File: config.mk
export PLATFORM = sky130hd
export DESIGN_NAME = receiver_mute_stop_supervisor
export DESIGN_NICKNAME = d
export VERILOG_FILES = /design/src/hdl/rmss_pkg.sv /design/src/hdl/rmss_step.sv /design/src/hdl/receiver_mute_stop_supervisor.sv
export SDC_FILE = /design/constraint.sdc
export NUM_CORES = 1
export LEC_CHECK = 0
export BUFFER_PORTS_ARGS = -buffer_cell sky130_fd_sc_hd__buf_2
export CORE_AREA = 2 2 88 90
export CTS_BUF_LIST = sky130_fd_sc_hd__clkbuf_8 sky130_fd_sc_hd__clkbuf_16
export DETAILED_ROUTE_END_ITERATION = 12
export DIE_AREA = 0 0 90 92
export PLACE_DENSITY = 0.62
export SETUP_SLACK_MARGIN = 0.3
export SYNTH_ARGS = -nofsm -noshare
export SYNTH_HDL_FRONTEND = slang
export SYNTH_SLANG_ARGS = --single-unit
File: constraint.sdc
create_clock -name clk -period 2.2 [get_ports clk]
set_clock_uncertainty 0.1 [all_clocks]
set_input_delay 0.33 -clock clk [delete_from_list [all_inputs] [get_ports clk]]
set_output_delay 0.33 -clock clk [all_outputs]
set_load 0.005 [all_outputs]
File: src/hdl/rmss_pkg.sv
// ----------------------------------------------------------------------------
// rmss_pkg: receiver mute/stop supervisor package
// Holds the transaction payload types, the state and configuration types, and
// the register indexes and reset values.
// ----------------------------------------------------------------------------
package rmss_pkg;

    localparam int unsigned CountW = 8;
    localparam int unsigned IndexW = 2;

    typedef logic [CountW-1:0] count_t;
    typedef logic [IndexW-1:0] cfg_index_t;

    localparam count_t     CFG_RESET_VALUE = count_t'(16);
    localparam cfg_index_t IDX_STOP_TICKS  = cfg_index_t'(0);
    localparam cfg_index_t IDX_RUN_ALLOW   = cfg_index_t'(1);
    localparam cfg_index_t IDX_HOLD_TICKS  = cfg_index_t'(2);

    typedef struct packed {
        logic silence;
        logic confidence_error;
        logic pcm;
    } rmss_in_t;

    typedef struct packed {
        logic mute_req;
        logic unmute_req;
        logic stop_req;
        logic run_req;
        logic fault_led;
        logic error_flash;
    } rmss_out_t;

    typedef struct packed {
        count_t stop_ticks;
        count_t run_allowance;
        count_t error_hold_ticks;
    } rmss_cfg_t;

    typedef struct packed {
        count_t stop_count;
        count_t allowance_left;
        count_t hold_left;
        logic   fault_led_level;
    } rmss_state_t;

endpackage

File: src/hdl/rmss_step.sv
// ----------------------------------------------------------------------------
// rmss_step: one tick of the supervisor
// Combinational update of the supervisor state and the tick's requests from
// one status sample.
// ----------------------------------------------------------------------------
module rmss_step (
    input  rmss_pkg::rmss_cfg_t   cfg,
    input  rmss_pkg::rmss_state_t state,
    input  rmss_pkg::rmss_in_t    item,
    output rmss_pkg::rmss_state_t state_next,
    output rmss_pkg::rmss_out_t   result
);
    import rmss_pkg::*;

    count_t stop_load;
    count_t stop_dec;
    logic   allow_spent;

    assign stop_load   = (cfg.stop_ticks == '0) ? count_t'(1) : cfg.stop_ticks;
    assign stop_dec    = state.stop_count - count_t'(1);
    assign allow_spent = (state.allowance_left == '0);

    always_comb
    begin
        state_next = state;
        result     = '0;
        priority if (state.stop_count != '0)
        begin
            state_next.stop_count = stop_dec;
            if (stop_dec == '0)
            begin
                result.run_req            = 1'b1;
                state_next.allowance_left = cfg.run_allowance;
            end
        end
        else if (item.silence)
        begin
            result.mute_req            = 1'b1;
            state_next.fault_led_level = 1'b1;
        end
        else if (item.confidence_error || !item.pcm)
        begin
            result.mute_req = 1'b1;
            if (allow_spent)
            begin
                state_next.stop_count = stop_load;
                result.stop_req       = 1'b1;
            end
            else
            begin
                state_next.allowance_left = state.allowance_left - count_t'(1);
            end
            if (item.confidence_error)
            begin
                state_next.hold_left = cfg.error_hold_ticks;
                result.error_flash   = 1'b1;
            end
            else
            begin
                state_next.fault_led_level = 1'b1;
            end
        end
        else if (state.hold_left == '0)
        begin
            result.unmute_req          = 1'b1;
            state_next.fault_led_level = 1'b0;
        end
        else
        begin
            state_next.hold_left = state.hold_left - count_t'(1);
        end
        result.fault_led = state_next.fault_led_level;
    end

endmodule

File: src/hdl/receiver_mute_stop_supervisor.sv
// ----------------------------------------------------------------------------
// receiver_mute_stop_supervisor: audio receiver mute/stop supervisor
// An input transaction goes through the input register, then the result
// register. Throughput: one transaction per cycle while out_stall does not hold
// the output, set by the single state update in the step logic. After reset:
// running, counters zero, LED unlit, all three configuration registers 16.
// ----------------------------------------------------------------------------
module receiver_mute_stop_supervisor (
    input  logic                   clk,
    input  logic                   rst_n,
    input  logic                   in_valid,
    output logic                   in_stall,
    input  rmss_pkg::rmss_in_t     in_data,
    output logic                   out_valid,
    input  logic                   out_stall,
    output rmss_pkg::rmss_out_t    out_data,
    input  logic                   cfg_valid,
    output logic                   cfg_ready,
    input  rmss_pkg::cfg_index_t   cfg_index,
    input  rmss_pkg::count_t       cfg_data
);
    import rmss_pkg::*;

    rmss_cfg_t   cfg_reg;
    rmss_cfg_t   cfg_next;
    rmss_state_t state_reg;
    rmss_state_t state_next;
    rmss_in_t    in_data_reg;
    rmss_out_t   out_data_reg;
    rmss_out_t   result;
    logic        in_valid_reg;
    logic        out_valid_reg;
    logic        out_free;
    logic        advance;
    logic        in_load;

    assign cfg_ready = 1'b1;
    assign out_free  = !out_valid_reg || !out_stall;
    assign advance   = in_valid_reg && out_free;
    assign in_stall  = in_valid_reg && !out_free;
    assign in_load   = in_valid && !in_stall;
    assign out_valid = out_valid_reg;
    assign out_data  = out_data_reg;

    always_comb
    begin
        cfg_next = cfg_reg;
        if (cfg_valid)
        begin
            unique case (cfg_index)
                IDX_STOP_TICKS: cfg_next.stop_ticks       = cfg_data;
                IDX_RUN_ALLOW:  cfg_next.run_allowance    = cfg_data;
                IDX_HOLD_TICKS: cfg_next.error_hold_ticks = cfg_data;
                default:        cfg_next = cfg_reg;
            endcase
        end
    end

    rmss_step u_step (
        .cfg        (cfg_reg),
        .state      (state_reg),
        .item       (in_data_reg),
        .state_next (state_next),
        .result     (result)
    );

    always_ff @(posedge clk or negedge rst_n)
    begin
        if (!rst_n)
        begin
            cfg_reg       <= '{CFG_RESET_VALUE, CFG_RESET_VALUE, CFG_RESET_VALUE};
            state_reg     <= '0;
            in_valid_reg  <= 1'b0;
            out_valid_reg <= 1'b0;
        end
        else
        begin
            cfg_reg <= cfg_next;
            if (advance)
            begin
                state_reg <= state_next;
            end
            if (out_free)
            begin
                out_valid_reg <= in_valid_reg;
            end
            if (in_load || advance)
            begin
                in_valid_reg <= in_load;
            end
        end
    end

    always_ff @(posedge clk)
    begin
        if (in_load)
        begin
            in_data_reg <= in_data;
        end
        if (advance)
        begin
            out_data_reg <= result;
        end
    end

    // stop and run are never requested on the same tick
    assert property (@(posedge clk) disable iff (!rst_n)
        out_valid_reg |-> !(out_data_reg.stop_req && out_data_reg.run_req))
        else $error("stop and run requested together");

    // while stopped only a run request can come out
    assert property (@(posedge clk) disable iff (!rst_n)
        (advance && state_reg.stop_count != '0) |=>
            !(out_data_reg.mute_req || out_data_reg.unmute_req ||
              out_data_reg.stop_req || out_data_reg.error_flash))
        else $error("request issued while receiver stopped");

    // a stop request always starts a nonzero countdown
    assert property (@(posedge clk) disable iff (!rst_n)
        (advance && result.stop_req) |=> (state_reg.stop_count != '0))
        else $error("stop without countdown");

    // a run request leaves the receiver running
    assert property (@(posedge clk) disable iff (!rst_n)
        (advance && result.run_req) |=> (state_reg.stop_count == '0))
        else $error("run request while countdown still pending");

    // state moves only with a transaction
    assert property (@(posedge clk) disable iff (!rst_n)
        !advance |=> $stable(state_reg))
        else $error("state changed without a transaction");

endmodule
==> impl_metrics.tcl <==
set metrics [dict create \
    drt_iter0_drc 165 \
    async_reset_ff_frac 0.8500 \
    netlist_instances 295 \
    synth_top_cell_area_share 0.3829 \
    power_leakage_nw 1.746 \
    io_pins 27 \
    clock_latency_ps 340 \
    cts_tree "done" \
    grt_pass1_wl_um 11430 \
    cts_buffer_depth 2 \
    die_y_um 92 \
    std_cell_rows 32 \
    htreeDepth 3 \
    fmax_ghz 0.5137 \
    power_density_nw_per_um2 1115 \
    synth_seq_cells 60 \
    dieArea_um2 8280 \
    fin_crit_ps 1947 \
    dp_hpwl_um 5005 \
    drv_cap 0 \
    power.total_w 0.004437 \
    pwr-share-comb 0.389 \
    cts.clk_slew.worst_paths_ps 70 \
    numClockSinks 60 \
    start_util 0.4212 \
    critical_path_buf_inv_count 3 \
    grt_pass1_vias 2328 \
    cts_made_buffers 9 \
    arrival_ps 2070 \
    antenna_found_initial 0 \
    critical-path-top-delay-family "flip-flops" \
    diodes 0 \
    cpMaxStageDelayCell "dfrtp_1" \
    setup_viol 0 \
    path_cells "inv_4 > ha_4 > nor3b_4 > buf_6 > buf_4 > nand2_1 > a21o_2 > mux2_4" \
    ys_types 56 \
    p_sw_frac 0.3583 \
    area_delta_synth_final_pct 26.88 \
    synth_area_um2 3137 \
    clkPwrFrac 0.212 \
    worst-path-max-fanout 6 \
    rsz0062_at_grt "true" \
    largest_register_ffs 25 \
    gp_congestion 0.9171 \
    dp_slack_ps 78.23 \
    syn_nets 319 \
    detail_route.wl_per_cell_um 15.80 \
    gr-usage-all-layers 0.1770 \
    synth-main-ff-cell "dfrtp_1" \
    p_int_w 0.002847 \
    vias 2424 \
    hold_violations 0 \
    pwr-share-seq 0.399 \
    relSlewSlack 0.5968 \
    avgViaCountPerCell 5.281 \
    drive_above_1_share 0.4258 \
    holdWs_ps 65.37 \
    peakVddDrop_v 0.0003263 \
    worstPathRequired_ps 2320 \
    yosysSeqAreaShare 0.4942 \
    nets 376 \
    core_um2 7447 \
    start_kind "flop" \
    synth_edf_count 9 \
    max_slew.worst_pin.slew_ps 602.2 \
    status "finished, final reports clean" \
    tns_ps 0 \
    wirelength_um 7254 \
    crit_path_end_kind "flop" \
    postRouteAntennaNets 0 \
    fin_crit_sh 0.8848 \
    first_pass_iters 4 \
    maxSlewViolCount 0 \
    syn_area_per_cell_um2 10.63 \
    switching_power_w 0.001590 \
    root_buffer "clkbuf_8" \
    grt_max_degree 34 \
    finalWorstSetupSlack_ps 253.3 \
    cp_slowest_stage_delay_ps 410 \
    drc 0 \
    die_w_um 90 \
    grt.overflow.total 0 \
    io_buffers 25 \
    critPathKind "reg -> reg" \
    ys.warnings.count 0 \
    hold_class "in -> reg" \
    yosysTopAreaCell "dfrtp_1" \
    synth.area.top_cells "dfrtp_1 (38%), mux2_2 (10%), edfxtp_1 (8.6%)" \
]
-- path summary, 6_finish.rpt --
path,startpoint,to,slack (ps),cells after the start
min in group asynchronous,rst_n,state_reg[16],400,2
min reg2reg,in_valid_reg,out_valid,390,1
min,in_data[0],in_data_reg[0],70,1
max,state_reg[17],state_reg[12],250,8
max reg2reg,state_reg[17],state_reg[12],250,8
max in group asynchronous,rst_n,cfg_reg[20],970,3
-- cell usage in the layout, fill, tap and decap left out, types with 11 or more instances in the layout --
cell / count
buf_4: 25
o21ai_0: 11
a21oi_1: 18
dfrtp_1: 45
nand2_1: 30
buf_2: 25
nor2_1: 13
mux2_2: 25
-- what timing repair did --
item,CTS,global route
gates resized for setup,12,33
hold endpoints to repair,18,0
hold buffers,1,0
buffers inserted,8,8
endpoints found under the setup margin,25,23
gates cloned,0,1
pin swaps,7,12
-- per-stage QoR --
stage | area (um2) | cells | util
6_report | 3980 | 459 | 0.5344
5_1_grt | 3980 | 459 | 0.5344
4_1_cts | 3799 | 450 | 0.5101
3_5_place_dp | 3500 | 425 | 0.4699
3_3_place_gp | 3500 | 425 | 0.4699
2_1_floorplan | 3209 | 295 | -
-- metal layers --
metal,vias up,track usage,part of all wire
met3,8,0.04026,0.035
met4,0,0.06923,0.014
met1,1198,0.2260,0.44
met2,52,0.2939,0.51
li1,1166,-,-
met5,-,0,0
-- power groups by stage --
| stage | logic [W] | registers (W) | clock network [W] |
|---|---|---|---|
| floorplan | 0.00110 | 0.00166 | 0 |
| global placement | 0.00138 | 0.00176 | 0 |
| detailed placement | 0.00140 | 0.00176 | 0 |
| CTS | 0.00152 | 0.00176 | 0.000968 |
| global route | 0.00189 | 0.00181 | 0.00101 |
| finish | 0.00173 | 0.00177 | 0.000942 |
-- cell usage after synthesis (all sizes together), types with 2 or more instances --
master and n:
nor2 13, o21ai 15, and3 2, edfxtp 9, xor2 2, nand3 8, inv 11, clkbuf 6
o22a 2, a21oi 27, buf 9, dfrtp 48, dfstp 3, xnor2 3, nor3 10, o31ai 2
ha 6, or3 3, nand2b 6, a31oi 3, o21a 2, o22ai 7, nor4 5, nand3b 2
nor2b 3, a21o 3, mux2i 2, mux2 31, nand2 32, nor3b 4, and2 2
-- cell families after synthesis --
| kind of cell | synth area share |
|---|---|
| adders and majority gates | 0.02393 |
| xor gates and xnor gates | 0.01396 |
| DFF | 0.4942 |
| other | 0.001196 |
| AOI/OAI and AO/OA | 0.1352 |
| and+or+nand+nor | 0.1715 |
| muxes | 0.1177 |
| buffers and inverters | 0.04228 |
-- area by class of cell --
class,instances,area [um2]
Fill cell,691,3467
Multi-Input combinational cell,209,1625
Sequential cell,60,1554
Timing Repair Buffer,61,444.2
Tap cell,102,127.6
Clock buffer,9,123.9
Clock inverter,7,58.81
Inverter,11,46.29
-- worst register-to-register path, stage by stage (launching register included) --
cell and delay (ps):
dfrtp_1 410, inv_4 80, ha_4 130, nor3b_4 170, buf_6 150, buf_4 130, nand2_1 50, a21o_2 290
mux2_4 320
No activity file was read; power rests on OpenSTA's default activity.
